==> config.mk <==
export PLATFORM = sky130hd
export DESIGN_NAME = status_led_pattern_generator
export DESIGN_NICKNAME = d
export VERILOG_FILES = /design/src/sv/slpg_pkg.sv /design/src/sv/slpg_serial_div.sv /design/src/sv/slpg_cfg_regs.sv /design/src/sv/status_led_pattern_generator.sv
export SDC_FILE = /design/constraint.sdc
export NUM_CORES = 1
export LEC_CHECK = 0
export BUFFER_PORTS_ARGS = -buffer_cell sky130_fd_sc_hd__clkbuf_2
export CAP_MARGIN = 20
export CORE_MARGIN = 2
export CORE_UTILIZATION = 56
export CTS_CLUSTER_DIAMETER = 60
export CTS_CLUSTER_SIZE = 30
export DETAILED_ROUTE_END_ITERATION = 7
export PLACE_DENSITY = 0.81
export RECOVER_POWER = 50
export SYNTH_ARGS = -nofsm -noshare
export SYNTH_HDL_FRONTEND = slang
export SYNTH_SLANG_ARGS = --single-unit
==> constraint.sdc <==
create_clock -name clk -period 3.42 [get_ports clk]
set_input_delay 0.684 -clock clk [delete_from_list [all_inputs] [get_ports clk]]
set_output_delay 0.684 -clock clk [all_outputs]
set_load 0.01 [all_outputs]
==> src/sv/slpg_pkg.sv <==
// shared types and constants of the status led pattern generator
`timescale 1ns / 1ps

package slpg_pkg;

    localparam int IN_TDATA_W  = 72;
    localparam int OUT_TDATA_W = 32;
    localparam int CFG_INDEX_W = 3;
    localparam int CFG_DATA_W  = 24;
    localparam int TIME_W      = 32;
    localparam int PERIOD_W    = 16;
    localparam int NTH_W       = 8;
    localparam int COLOR_W     = 24;

    localparam logic [CFG_INDEX_W-1:0] CFG_BLINK_PERIOD = 3'd0;
    localparam logic [CFG_INDEX_W-1:0] CFG_BLIP_NTH     = 3'd1;
    localparam logic [CFG_INDEX_W-1:0] CFG_COL_DISC     = 3'd2;
    localparam logic [CFG_INDEX_W-1:0] CFG_COL_BLIP     = 3'd3;
    localparam logic [CFG_INDEX_W-1:0] CFG_COL_STARTUP  = 3'd4;
    localparam logic [CFG_INDEX_W-1:0] CFG_COL_LOST     = 3'd5;
    localparam logic [CFG_INDEX_W-1:0] CFG_COL_NO_MAG   = 3'd6;
    localparam logic [CFG_INDEX_W-1:0] CFG_COL_OK       = 3'd7;

    localparam logic [PERIOD_W-1:0] BLINK_PERIOD_RST = 16'd1000;
    localparam logic [NTH_W-1:0]    BLIP_NTH_RST     = 8'd10;

    typedef enum logic [2:0] {
        MODE_DISCOVERY = 3'd0,
        MODE_BLIP      = 3'd1,
        MODE_WAITING   = 3'd2,
        MODE_LOST      = 3'd3,
        MODE_NO_MAGNET = 3'd4,
        MODE_POSITIVE  = 3'd5,
        MODE_NEGATIVE  = 3'd6,
        MODE_IDLE      = 3'd7
    } led_mode_t;

    typedef enum logic [1:0] {
        ST_IDLE,
        ST_DIVIDE,
        ST_PULSE,
        ST_DONE
    } state_t;

    typedef struct packed {
        logic [PERIOD_W-1:0] blink_period_ms;
        logic [NTH_W-1:0]    blip_every_nth;
        logic [COLOR_W-1:0]  color_discovery;
        logic [COLOR_W-1:0]  color_blip;
        logic [COLOR_W-1:0]  color_startup;
        logic [COLOR_W-1:0]  color_lost;
        logic [COLOR_W-1:0]  color_no_magnet;
        logic [COLOR_W-1:0]  color_ok;
    } cfg_t;

endpackage

==> src/sv/slpg_serial_div.sv <==
// bit-serial restoring divider, one quotient bit per cycle
`timescale 1ns / 1ps

module slpg_serial_div #(
    parameter int W  = 32,
    parameter int DW = 16
) (
    input  logic          clk,
    input  logic          rst_n,
    input  logic          start,
    input  logic [W-1:0]  dividend,
    input  logic [DW-1:0] divisor,
    output logic          done,
    output logic [DW-1:0] rem,
    output logic [W-1:0]  quo
);

    localparam int CW = $clog2(W + 1);

    logic [CW-1:0] cnt_reg, cnt_next;
    logic          done_reg, done_next;
    logic [DW-1:0] rem_reg, rem_next;
    logic [W-1:0]  dq_reg, dq_next;
    logic [DW-1:0] div_reg, div_next;
    logic [DW:0]   shifted;
    logic          ge;

    always_comb
    begin
        shifted   = {rem_reg, dq_reg[W-1]};
        ge        = shifted >= {1'b0, div_reg};
        cnt_next  = cnt_reg;
        done_next = 1'b0;
        rem_next  = rem_reg;
        dq_next   = dq_reg;
        div_next  = div_reg;
        if (start)
        begin
            cnt_next = CW'(W);
            rem_next = '0;
            dq_next  = dividend;
            div_next = divisor;
        end
        else if (cnt_reg != '0)
        begin
            cnt_next  = cnt_reg - CW'(1);
            done_next = (cnt_reg == CW'(1));
            rem_next  = ge ? DW'(shifted - {1'b0, div_reg}) : shifted[DW-1:0];
            dq_next   = {dq_reg[W-2:0], ge};
        end
    end

    always_ff @(posedge clk or negedge rst_n)
    begin
        if (!rst_n)
        begin
            cnt_reg  <= '0;
            done_reg <= 1'b0;
        end
        else
        begin
            cnt_reg  <= cnt_next;
            done_reg <= done_next;
        end
    end

    always_ff @(posedge clk)
    begin
        rem_reg <= rem_next;
        dq_reg  <= dq_next;
        div_reg <= div_next;
    end

    assign done = done_reg;
    assign rem  = rem_reg;
    assign quo  = dq_reg;

endmodule

==> src/sv/slpg_cfg_regs.sv <==
// configuration register file
`timescale 1ns / 1ps

module slpg_cfg_regs (
    input  logic                           clk,
    input  logic                           rst_n,
    input  logic                           cfg_we,
    input  logic [slpg_pkg::CFG_INDEX_W-1:0] cfg_index,
    input  logic [slpg_pkg::CFG_DATA_W-1:0]  cfg_data,
    output slpg_pkg::cfg_t                 cfg
);

    import slpg_pkg::*;

    cfg_t cfg_reg, cfg_next;

    always_comb
    begin
        cfg_next = cfg_reg;
        if (cfg_we)
        begin
            unique case (cfg_index)
                CFG_BLINK_PERIOD: cfg_next.blink_period_ms = cfg_data[PERIOD_W-1:0];
                CFG_BLIP_NTH:     cfg_next.blip_every_nth  = cfg_data[NTH_W-1:0];
                CFG_COL_DISC:     cfg_next.color_discovery = cfg_data[COLOR_W-1:0];
                CFG_COL_BLIP:     cfg_next.color_blip      = cfg_data[COLOR_W-1:0];
                CFG_COL_STARTUP:  cfg_next.color_startup   = cfg_data[COLOR_W-1:0];
                CFG_COL_LOST:     cfg_next.color_lost      = cfg_data[COLOR_W-1:0];
                CFG_COL_NO_MAG:   cfg_next.color_no_magnet = cfg_data[COLOR_W-1:0];
                CFG_COL_OK:       cfg_next.color_ok        = cfg_data[COLOR_W-1:0];
                default:          cfg_next = cfg_reg;
            endcase
        end
    end

    always_ff @(posedge clk or negedge rst_n)
    begin
        if (!rst_n)
        begin
            // blink period and blip interval first, all colours dark
            cfg_reg <= {BLINK_PERIOD_RST, BLIP_NTH_RST, {6*COLOR_W{1'b0}}};
        end
        else
        begin
            cfg_reg <= cfg_next;
        end
    end

    assign cfg = cfg_reg;

endmodule

==> src/sv/status_led_pattern_generator.sv <==
// top level of the status led pattern generator
//
//  channel  | direction | handshake          | payload
//  ---------+-----------+--------------------+-----------------------------------
//  s_*      | in        | s_tvalid/s_tready  | s_tdata: one tick with status
//  m_*      | out       | m_tvalid/m_tready  | m_tdata: led colour and mode
//  cfg_*    | in        | cfg_we             | cfg_index, cfg_data register write
//
// a new tick is taken only once the last result is loaded: beat count and flash
// cycle use 32-bit serial dividers side by side, while a 16-bit divide of the
// blink period by the speed divisor feeds the 32-bit blink phase divide; the
// flash phase then takes a 16-bit divide by the pulse length for the flash parity;
// both chains finish together
// s_tready is high only while no tick is in work; a finished result sits in the
// output register, so the next tick can be taken while m_tready is low
// reset clears beat count, last stamp and all control state and loads the configuration defaults
`timescale 1ns / 1ps

module status_led_pattern_generator #(
    parameter int FLASH_CYCLE_MS = 3000,
    parameter int FLASH_TOTAL_MS = 600,
    parameter int FLASH_PULSE_MS = 100,
    parameter int BLIP_LENGTH_MS = 100,
    parameter int POS_SPEED_DIV  = 4,
    parameter int NEG_SPEED_DIV  = 2
) (
    input  logic                              clk,
    input  logic                              rst_n,
    input  logic                              s_tvalid,
    output logic                              s_tready,
    // now_ms[31:0], seen_heartbeat[32], master_ok[33], heartbeat_stamp[65:34],
    // motion_sign[67:66], magnet_present[68], discovery_on[69], zero pad
    input  logic [slpg_pkg::IN_TDATA_W-1:0]   s_tdata,
    output logic                              m_tvalid,
    input  logic                              m_tready,
    // led_red[7:0], led_green[15:8], led_blue[23:16], led_mode[26:24], zero pad
    output logic [slpg_pkg::OUT_TDATA_W-1:0]  m_tdata,
    input  logic                              cfg_we,
    input  logic [slpg_pkg::CFG_INDEX_W-1:0]  cfg_index,
    input  logic [slpg_pkg::CFG_DATA_W-1:0]   cfg_data
);

    import slpg_pkg::*;

    localparam int FDW = 16;
    localparam int SDW = 7;

    cfg_t cfg;

    // input fields
    logic [TIME_W-1:0] in_now;
    logic              in_seen;
    logic              in_alive;
    logic [TIME_W-1:0] in_stamp;
    logic [1:0]        in_sign;
    logic              in_magnet;
    logic              in_disc;

    logic              s_xfer;
    logic              m_xfer;

    state_t state_reg, state_next;
    logic   out_load;
    logic   start_pulse;

    // heartbeat bookkeeping
    logic [TIME_W-1:0] beat_count_reg, beat_count_next;
    logic [TIME_W-1:0] last_stamp_reg;

    // per-tick latched status
    logic              seen_reg, alive_reg, magnet_reg, pos_reg, neg_reg, disc_reg;
    logic              blip_time_reg, count_nz_reg, nth_nz_reg;
    logic [TIME_W-1:0] now_reg;
    logic [SDW-1:0]    speed_sel;
    logic              pos_in, neg_in;

    // divider results
    logic              per_done, beat_done, phase_done, cyc_done, pulse_done;
    logic [SDW-1:0]    per_rem;
    logic [PERIOD_W-1:0] per_quo;
    logic [NTH_W-1:0]  beat_rem;
    logic [PERIOD_W-1:0] phase_rem;
    logic [FDW-1:0]    cyc_rem;
    logic [FDW-1:0]    pulse_rem;
    logic [TIME_W-1:0] beat_quo, phase_quo, cyc_quo;
    logic [FDW-1:0]    pulse_quo;

    // decision
    logic              blip, period_on, waiting_on;
    led_mode_t         mode;
    logic [COLOR_W-1:0] colour;

    logic                   m_tvalid_reg, m_tvalid_next;
    logic [OUT_TDATA_W-1:0] m_tdata_reg;

    assign in_now    = s_tdata[31:0];
    assign in_seen   = s_tdata[32];
    assign in_alive  = s_tdata[33];
    assign in_stamp  = s_tdata[65:34];
    assign in_sign   = s_tdata[67:66];
    assign in_magnet = s_tdata[68];
    assign in_disc   = s_tdata[69];

    assign s_xfer = s_tvalid && s_tready;
    assign m_xfer = m_tvalid_reg && m_tready;

    slpg_cfg_regs u_cfg (
        .clk       (clk),
        .rst_n     (rst_n),
        .cfg_we    (cfg_we),
        .cfg_index (cfg_index),
        .cfg_data  (cfg_data),
        .cfg       (cfg)
    );

    // new beat counted whenever the stamp moves while a heartbeat was seen
    assign beat_count_next = (in_seen && (in_stamp != last_stamp_reg))
                           ? beat_count_reg + TIME_W'(1) : beat_count_reg;

    assign pos_in = (in_sign == 2'b01);
    assign neg_in = in_sign[1];

    // speed divisor is known from the flags alone; blip only overrides it
    always_comb
    begin
        if (!in_seen || !in_alive || !in_magnet)
            speed_sel = SDW'(1);
        else if (pos_in)
            speed_sel = SDW'(POS_SPEED_DIV);
        else if (neg_in)
            speed_sel = SDW'(NEG_SPEED_DIV);
        else
            speed_sel = SDW'(1);
    end

    always_ff @(posedge clk or negedge rst_n)
    begin
        if (!rst_n)
        begin
            beat_count_reg <= '0;
            last_stamp_reg <= '0;
        end
        else if (s_xfer)
        begin
            beat_count_reg <= beat_count_next;
            last_stamp_reg <= in_stamp;
        end
    end

    always_ff @(posedge clk)
    begin
        if (s_xfer)
        begin
            seen_reg      <= in_seen;
            alive_reg     <= in_alive;
            magnet_reg    <= in_magnet;
            pos_reg       <= pos_in;
            neg_reg       <= neg_in;
            disc_reg      <= in_disc;
            count_nz_reg  <= (beat_count_next != '0);
            nth_nz_reg    <= (cfg.blip_every_nth != '0);
            blip_time_reg <= (TIME_W'(in_now - in_stamp) < TIME_W'(BLIP_LENGTH_MS));
            now_reg       <= in_now;
        end
    end

    // blink period of the selected mode
    slpg_serial_div #(.W(PERIOD_W), .DW(SDW)) u_per_div (
        .clk      (clk),
        .rst_n    (rst_n),
        .start    (s_xfer),
        .dividend (cfg.blink_period_ms),
        .divisor  (speed_sel),
        .done     (per_done),
        .rem      (per_rem),
        .quo      (per_quo)
    );

    // beat count modulo blip interval
    slpg_serial_div #(.W(TIME_W), .DW(NTH_W)) u_beat_div (
        .clk      (clk),
        .rst_n    (rst_n),
        .start    (s_xfer),
        .dividend (beat_count_next),
        .divisor  (cfg.blip_every_nth),
        .done     (beat_done),
        .rem      (beat_rem),
        .quo      (beat_quo)
    );

    // blink phase within the selected period, started once the period is known
    slpg_serial_div #(.W(TIME_W), .DW(PERIOD_W)) u_phase_div (
        .clk      (clk),
        .rst_n    (rst_n),
        .start    (per_done),
        .dividend (now_reg),
        .divisor  (per_quo),
        .done     (phase_done),
        .rem      (phase_rem),
        .quo      (phase_quo)
    );

    // position within the flash cycle
    slpg_serial_div #(.W(TIME_W), .DW(FDW)) u_cyc_div (
        .clk      (clk),
        .rst_n    (rst_n),
        .start    (s_xfer),
        .dividend (in_now),
        .divisor  (FDW'(FLASH_CYCLE_MS)),
        .done     (cyc_done),
        .rem      (cyc_rem),
        .quo      (cyc_quo)
    );

    // pulse number within the flash burst, only its parity matters
    slpg_serial_div #(.W(FDW), .DW(FDW)) u_pulse_div (
        .clk      (clk),
        .rst_n    (rst_n),
        .start    (start_pulse),
        .dividend (cyc_rem),
        .divisor  (FDW'(FLASH_PULSE_MS)),
        .done     (pulse_done),
        .rem      (pulse_rem),
        .quo      (pulse_quo)
    );

    // sequencer: next state
    // the blink phase chain finishes in the same cycle as the pulse divide
    always_comb
    begin
        state_next = state_reg;
        unique case (state_reg)
            ST_IDLE:   if (s_xfer) state_next = ST_DIVIDE;
            ST_DIVIDE: if (cyc_done) state_next = ST_PULSE;
            ST_PULSE:  if (pulse_done) state_next = ST_DONE;
            ST_DONE:   if (!m_tvalid_reg || m_tready) state_next = ST_IDLE;
            default:   state_next = ST_IDLE;
        endcase
    end

    // sequencer: outputs
    always_comb
    begin
        s_tready    = 1'b0;
        start_pulse = 1'b0;
        out_load    = 1'b0;
        unique case (state_reg)
            ST_IDLE:   s_tready = 1'b1;
            ST_DIVIDE: start_pulse = cyc_done;
            ST_PULSE:  start_pulse = 1'b0;
            ST_DONE:   out_load = !m_tvalid_reg || m_tready;
            default:   s_tready = 1'b0;
        endcase
    end

    always_ff @(posedge clk or negedge rst_n)
    begin
        if (!rst_n)
            state_reg <= ST_IDLE;
        else
            state_reg <= state_next;
    end

    // mode and colour from the settled divider results
    assign blip = seen_reg && count_nz_reg && nth_nz_reg && (beat_rem == '0) && blip_time_reg;
    assign period_on = (per_quo != '0) && (phase_rem < (per_quo >> 1));
    assign waiting_on = (cyc_rem < FDW'(FLASH_TOTAL_MS)) ? !pulse_quo[0] : period_on;

    always_comb
    begin
        colour = '0;
        if (disc_reg)
        begin
            mode   = MODE_DISCOVERY;
            colour = cfg.color_discovery;
        end
        else if (blip)
        begin
            mode   = MODE_BLIP;
            colour = cfg.color_blip;
        end
        else if (!seen_reg)
        begin
            mode = MODE_WAITING;
            if (waiting_on) colour = cfg.color_startup;
        end
        else if (!alive_reg)
        begin
            mode = MODE_LOST;
            if (period_on) colour = cfg.color_lost;
        end
        else if (!magnet_reg)
        begin
            mode = MODE_NO_MAGNET;
            if (period_on) colour = cfg.color_no_magnet;
        end
        else if (pos_reg)
        begin
            mode = MODE_POSITIVE;
            if (period_on) colour = cfg.color_ok;
        end
        else if (neg_reg)
        begin
            mode = MODE_NEGATIVE;
            if (period_on) colour = cfg.color_ok;
        end
        else
        begin
            mode = MODE_IDLE;
        end
    end

    // output register
    always_comb
    begin
        m_tvalid_next = m_tvalid_reg;
        if (out_load)
            m_tvalid_next = 1'b1;
        else if (m_xfer)
            m_tvalid_next = 1'b0;
    end

    always_ff @(posedge clk or negedge rst_n)
    begin
        if (!rst_n)
            m_tvalid_reg <= 1'b0;
        else
            m_tvalid_reg <= m_tvalid_next;
    end

    always_ff @(posedge clk)
    begin
        if (out_load)
            m_tdata_reg <= {5'b0, mode, colour[7:0], colour[15:8], colour[23:16]};
    end

    assign m_tvalid = m_tvalid_reg;
    assign m_tdata  = m_tdata_reg;

endmodule

Word level (Yosys, flattened, before mapping)

Cells that the tools add are included.

Output and inout bits: 34
Register bits: 556
Bits of input ports: 104
Word-level logic and storage cells: 196

Reduce and logical (&&, ||, !) cells: 45
Mux-type cells: 62
Eq/ne operators: 19
Bitwise operators: 2
Add/sub/neg operators: 12
$lt $le $gt $ge: 8

Operators by type and width:

| cell                                                                                  | number |
|---|---|
| 24-bit two-way mux                                                                    | 11 |
| 32-bit two-way mux                                                                    | 7 |
| 16-bit two-way mux                                                                    | 7 |
| 6-bit two-way mux                                                                     | 6 |
| 32-bit by 1-bit adder with 32-bit output, second input constant                       | 1 |
| 32-bit by 7-bit less-than comparator with 1-bit output, second input constant         | 1 |
| 32-bit != test                                                                        | 1 |
| 32-bit nonzero test                                                                   | 1 |
| 32-bit subtractor                                                                     | 1 |
| 5-bit two-way mux                                                                     | 4 |
| 2-bit two-way mux                                                                     | 9 |
| 6-bit nonzero test                                                                    | 3 |
| 6-bit by 1-bit subtractor with 6-bit output, second input constant                    | 3 |
| 17-bit by 12-bit greater-or-equal comparator with 1-bit output, second input constant | 1 |
| 17-bit by 16-bit greater-or-equal comparator with 1-bit output                        | 1 |
| 17-bit by 7-bit greater-or-equal comparator with 1-bit output, second input constant  | 1 |
| 16-bit by 10-bit less-than comparator with 1-bit output, second input constant        | 1 |
| 16-bit by 15-bit less-than comparator with 1-bit output                               | 1 |
| 2-bit AND reduction                                                                   | 8 |
| 16-bit nonzero test                                                                   | 1 |
| 16-bit by 12-bit subtractor with 16-bit output, second input constant                 | 1 |
| 16-bit subtractor                                                                     | 1 |
| 16-bit by 7-bit subtractor with 16-bit output, second input constant                  | 1 |
| 1-bit two-way mux                                                                     | 14 |
| other kinds (31)                                                                      | 62 |

Longest topological paths before layout

Depth in word-level cells: 10
Gate-level depth with buffers: 12
Mapped depth without buffers: 12

By module

A second synthesis with hierarchy kept.

Cell total of the unflattened synthesis: 2822
Area, all modules: 31475.2 um^2

Modules (own cells, without submodules):

| module                        | area an instance (um^2) | times used | cells an instance | seq. area each (um^2) |
|---|---|---|---|---|
| status_led_pattern_generator  | 9774.4                  | 1          | 1153              | 3718.6 |
| slpg_cfg_regs                 | 6404.9                  | 1          | 364               | 4214.0 |
| slpg_serial_div (u_cyc_div)   | 3756.1                  | 1          | 323               | 1936.9 |
| slpg_serial_div (u_phase_div) | 3693.5                  | 1          | 305               | 1936.9 |
| slpg_serial_div (u_pulse_div) | 3143.0                  | 1          | 295               | 1431.4 |
| slpg_serial_div (u_beat_div)  | 2773.9                  | 1          | 219               | 1536.5 |
| slpg_serial_div (u_per_div)   | 1929.4                  | 1          | 163               | 980.9 |

Worst setup path before layout

OpenSTA, ideal clock, no wires.

Path kind: register to register
From: reg state_reg[0]
To: reg alive_reg, enable pin
Setup time: 0.436 ns
Slack: 0.117 ns
Clock period less this slack: 3.303 ns
Path buffers: 2
Data arrival time: 2.867 ns
Cell stages (with the launch flop): 7
Required time: 2.984 ns
Cell sequence: dfrtp_1 -> inv_1 -> ha_1 -> nand2_1 -> inv_2 -> clkbuf_1 -> buf_1

Longest elaborated chain between the ends: 3

RTL lines:

| what                   | line                                | text |
|---|---|---|
| start, declared        | status_led_pattern_generator.sv:62  | `state_t state_reg, state_next;` |
| start signal, assigned | status_led_pattern_generator.sv:261 | `state_reg <= state_next;` |
| 2-bit logical NOT      | status_led_pattern_generator.sv:247 | `unique case (state_reg)` |
| 1-bit two-way mux      | status_led_pattern_generator.sv:247 |  |
| net s_tready           | status_led_pattern_generator.sv:30  | `output logic s_tready,` |
| 1-bit logical AND      | status_led_pattern_generator.sv:104 | `assign s_xfer = s_tvalid && s_tready;` |
| net s_xfer             | status_led_pattern_generator.sv:59  | `logic s_xfer;` |
| end signal, assigned   | status_led_pattern_generator.sv:155 | `alive_reg <= in_alive;` |
| end, declared          | status_led_pattern_generator.sv:71  | `logic seen_reg, alive_reg, magnet_reg, pos_reg, neg_reg, disc_reg;` |

The timed path passes the listed nets, and every way through them passes these cells.
A chain may end at the register's enable or synchronous reset.

Worst setup path after layout

From: reg u_per_div.dq_reg[15], in the netlist u_per_div.quo[15]
To: reg m_tdata_reg[19], in the netlist m_tdata[19], data pin

Longest elaborated chain between the ends: 10
Elaborated cells between the ends (all ways): 15
Those cells by class: order compare (1); mux (12); reduce/logical (2)

RTL lines:

| what                                                                                                  | line                                                                     | text |
|---|---|---|
| start, declared                                                                                       | slpg_serial_div.sv:23                                                    | `logic [W-1:0] dq_reg, dq_next;` |
| start signal, assigned                                                                                | slpg_serial_div.sv:70                                                    | `dq_reg <= dq_next;` |
| 16-bit by 15-bit less-than comparator with 1-bit output / 16-bit nonzero test (equally long branches) | status_led_pattern_generator.sv:266                                      | `assign period_on = (per_quo != '0) && (phase_rem < (per_quo >> 1));` |
| 1-bit logical AND *                                                                                   | status_led_pattern_generator.sv:266                                      |  |
| 24-bit two-way mux                                                                                    | status_led_pattern_generator.sv:300, status_led_pattern_generator.sv:305 |  |
| 24-bit two-way mux                                                                                    | status_led_pattern_generator.sv:302                                      | `else if (neg_reg)` |
| 24-bit two-way mux                                                                                    | status_led_pattern_generator.sv:297                                      | `else if (pos_reg)` |
| 24-bit two-way mux                                                                                    | status_led_pattern_generator.sv:292                                      | `else if (!magnet_reg)` |
| 24-bit two-way mux                                                                                    | status_led_pattern_generator.sv:287                                      | `else if (!alive_reg)` |
| 24-bit two-way mux *                                                                                  | status_led_pattern_generator.sv:282                                      | `else if (!seen_reg)` |
| 24-bit two-way mux *                                                                                  | status_led_pattern_generator.sv:277                                      | `else if (blip)` |
| 24-bit two-way mux *                                                                                  | status_led_pattern_generator.sv:272                                      | `if (disc_reg)` |
| net colour[3]                                                                                         | status_led_pattern_generator.sv:91                                       | `logic [COLOR_W-1:0] colour;` |
| end signal, assigned                                                                                  | status_led_pattern_generator.sv:334                                      | `m_tdata_reg <= {5'b0, mode, colour[7:0], colour[15:8], colour[23:16]};` |
| end, declared                                                                                         | status_led_pattern_generator.sv:94                                       | `logic [OUT_TDATA_W-1:0] m_tdata_reg;` |

Mark *: on every way through the listed nets, which the timed path passes. The rest lies on a longest branch.

==> run_results.csv <==
group,metric,value,unit
floorplanning,rows,81,
global_route,grt_pass1_vias,20800,
setup_path,critical_path.startpoint_type,"flip-flop",
sta,timing.final.crit_share,0.943,
power_and_ir_drop,power_frac_clock,0.366,
power_and_ir_drop,leakagePower,13.1,nW
setup_path,worstPathCellList,"inv_1 -> ha_1 -> nand3_1 -> or4b_2 -> a21oi_1 -> o41ai_2 -> buf_4 -> a221oi_1 -> nor2_1",
cts,cts_setup_buffers,0,
setup_path,cp_slowest_cell,"or4b_2",
synthesis,synth-seq-cells,552,
setup_path,cp.required,3.75,ns
final_layout,largest_reg_flops,168,
setup_path,critPathMaxStageDelay,0.63,ns
cts,cts_htree_levels,2,
synthesis,synth.yosys.seq_area_share,0.525,
floorplanning,core-area,49100,µm²
sta,rsz0062_at_grt,"no",
drt,vias_per_cell,5.82,
power_and_ir_drop,power_density,447,nW/µm²
cts,clockBufferDepth,3,
floorplanning,die_h,227,µm
synthesis,mappedNetlistArea,27900,µm²
min_path,holdCritPathClass,"in2reg",
final_layout,drive_above_1_share,0.183,
setup_path,rrSetupSlack,0.19,ns
synthesis,synth-edff-count,223,
setup_path,reg2reg_depth,9,
drt,wl_per_cell,18.5,µm
sta,worstMarginPinSlew,1.84,ns
sta,fin_hold_ws,0.286,ns
cts,cts_resized,0,
final_layout,multi_input_area,12300,µm²
global_route,antenna_found_initial,2,
placement,io_buffers,130,
sta,setup_viol,0,
cts,cts_buffers,38,
global_route,grt_overflow,0,
min_path,hold-path-cell-count,1,
min_path,hold_start,"s_tdata[69]",
setup_path,critPathKind,"reg2reg",
power_and_ir_drop,swShare,0.260,
global_route,grt_max_degree,97,
synthesis,syn_area_per_cell,10.3,µm²
sta,finalHoldViolCount,0,
synthesis,synth-async-reset-ratio,0.482,
final_layout,final_area,31300,µm²
synthesis,ys.flop_type,"dfrtp_1",
global_route,grt_pass1_wl,107,mm
drt,drtAntennaViolNets,0,
synthesis,synth_cells,2695,
power_and_ir_drop,p_int,10.4,mW
floorplanning,dieArea,51600,µm²
outcome,violations,"capacitance limit, slew limit",
placement,place_area,30000,µm²
floorplanning,die_w,227,µm
cts,path_clk_slew,0.10,ns
sta,period_needed,3.23,ns
cts,clock_latency,0.60,ns
min_path,hold_end,"disc_reg$_DFFE_PP_",
setup_path,rr_startpoint,"u_per_div.quo[15]$_DFFE_PP_",
synthesis,synth_cell_types,81,
outcome,status,"finished, violations left",
floorplanning,pin_count,138,
setup_path,worst-path-max-fanout,24,
cts,root_buffer,"clkbuf_16",
final_layout,nFillCells,3756,
sta,fin_worst_skew,0.0384,ns
placement,dp_hpwl,46.6,mm
drt,drt-total-wl,66.3,mm
sta,max_clock_freq,0.310,GHz
run,drv_cap,7,
setup_path,end_kind,"flip-flop",
sta,slew_headroom,-0.228,
cts,cts_hold_buf,0,
power_and_ir_drop,peakVddDrop,0.464,mV
drt,firstDrtPassIters,5,
cts,cts_tree,"yes",
drt,drt_iter0_drc,1804,
setup_path,crit_arrival,3.55,ns
drt,drc,0,
power_and_ir_drop,seq_power_share,0.539,
cts,clock-sinks,552,
placement,place_congestion,0.915,
global_route,track_usage,0.260,
final_layout,area_growth,12.3,%
floorplanning,start_util,0.568,
drt,vias,20800,
sta,maxSlewViolCount,238,
power_and_ir_drop,switching_power,3.63,mW
power_and_ir_drop,combPwrFrac,0.096,
final_layout,seq_area,14600,µm²
final_layout,finalNetCount,3076,
setup_path,regToRegEndpoint,"m_tdata[19]$_DFFE_PP_",
synthesis,yosys_warnings,0,
==> power groups by stage <==
stage / sequential [mW] / combinational [mW] / clock [mW]
2_1_floorplan: 7.59 / 0.853 / 0
3_3_place_gp: 7.63 / 1.30 / 0
3_5_place_dp: 7.67 / 1.35 / 0
4_1_cts: 7.53 / 1.36 / 5.23
5_1_grt: 7.59 / 1.47 / 5.45
6_report: 7.53 / 1.34 / 5.11
==> through the flow <==
stage          power (mW)  utilization  setup TNS (ns)  worst slack (ns)  instances
2_1_floorplan        8.44            -               0             0.117       2699
3_3_place_gp         8.92        0.613          -0.215            -0.215       3503
3_5_place_dp         9.02        0.613          -0.244            -0.244       3503
4_1_cts              14.1        0.641               0             0.243       3572
5_1_grt              14.5        0.638               0            0.0289       3573
6_report             14.0        0.638               0             0.194       3574
==> layout by cell type, fill, tap and decap left out, types with 6 or more instances in the layout <==
cell type / Yosys / final
clkbuf_1: 115 / 50
mux2_2: 206 / 206
edfxtp_1: 223 / 223
dfrtp_1: 258 / 258
nor3b_1: 6 / 6
a211oi_1: 43 / 43
nand3_1: 43 / 43
a221oi_1: 25 / 25
nand4_1: 34 / 34
ha_1: 89 / 89
inv_12: 0 / 10
clkbuf_2: 2 / 106
dfxtp_1: 63 / 63
nand2_1: 362 / 361
and3_1: 14 / 14
a21o_1: 18 / 18
clkbuf_16: 0 / 39
xor2_1: 50 / 50
o21ai_0: 134 / 134
nor2_1: 261 / 261
o211ai_1: 8 / 8
xnor2_1: 102 / 102
nor2b_1: 38 / 38
nand2b_1: 29 / 29
o31ai_1: 9 / 8
nor4_1: 25 / 25
a21oi_1: 165 / 165
mux2i_1: 15 / 15
nor4b_1: 6 / 6
dfstp_2: 8 / 6
o21a_1: 12 / 12
nor3_1: 58 / 57
buf_4: 5 / 113
or3_1: 21 / 21
a31oi_1: 17 / 17
inv_1: 123 / 123
==> worst max-delay path, delay by kind of cell, from the launching register on <==
family / cells / cell delay, ns
simple gates: 3 / 0.86
compound gates: 3 / 0.85
flops: 1 / 0.49
buf+inv: 2 / 0.40
fa+ha+maj: 1 / 0.34
==> worst max-delay path by stage <==
stage / from / endpoint / slack, ns
final: u_per_div.quo[15]$_DFFE_PP_ / m_tdata[19]$_DFFE_PP_ / 0.19
after global routing: u_per_div.quo[15]$_DFFE_PP_ / m_tdata[19]$_DFFE_PP_ / 0.03
after CTS: u_per_div.quo[15]$_DFFE_PP_ / m_tdata[19]$_DFFE_PP_ / 0.24
after detailed placement: s_tdata[40] / blip_time_reg$_DFFE_PP_ / -0.24
after global placement: s_tdata[36] / blip_time_reg$_DFFE_PP_ / -0.22
after floorplan: state_reg[0]$_DFFE_PN0P_ / alive_reg$_DFFE_PP_ / 0.12
==> Yosys cell counts, drive strengths merged, types with 50 or more instances <==
cell | number | area, µm²
o21ai | 139 | 699
nand2 | 362 | 1360
xor2 | 50 | 438
dfrtp | 258 | 6460
dfxtp | 63 | 1260
mux2 | 206 | 2320
a21oi | 165 | 826
xnor2 | 102 | 893
nor2 | 261 | 980
ha | 89 | 1110
inv | 124 | 465
clkbuf | 117 | 442
edfxtp | 223 | 6700
nor3 | 58 | 290
==> routing by layer <==
layer  track usage  part of all wire  wire (µm)  vias to the layer above
met1         0.347              0.43      28500                    10200
met4        0.0881             0.027       1760                        2
met2         0.440              0.49      32600                      578
met5             0           0.00020         13                        -
li1              -                 -          -                     9857
met3        0.0359             0.052       3460                      118
==> layout make-up <==
type,instances,share of cell area
sequential,552,0.467
clock inverter,29,0.0129
antenna,1,0.0000800
inverter,124,0.0150
multi-input combinational,1888,0.393
timing repair buffer,276,0.0540
clock buffer,40,0.0316
tap,664,0.0265
==> kinds of logic after synthesis <==
kind of cell,after synthesis,share of synthesized area
multiplexers,221,0.0887
AND/OR/NAND/NOR,928,0.151
XOR/XNOR,152,0.0478
other,1,0.000135
buffers and inverters,259,0.0358
adder cells (fa/ha/maj),92,0.0421
flip-flops,552,0.525
AO/OA/AOI/OAI,490,0.110
Note: power is estimated with default switching activity, not from simulation.
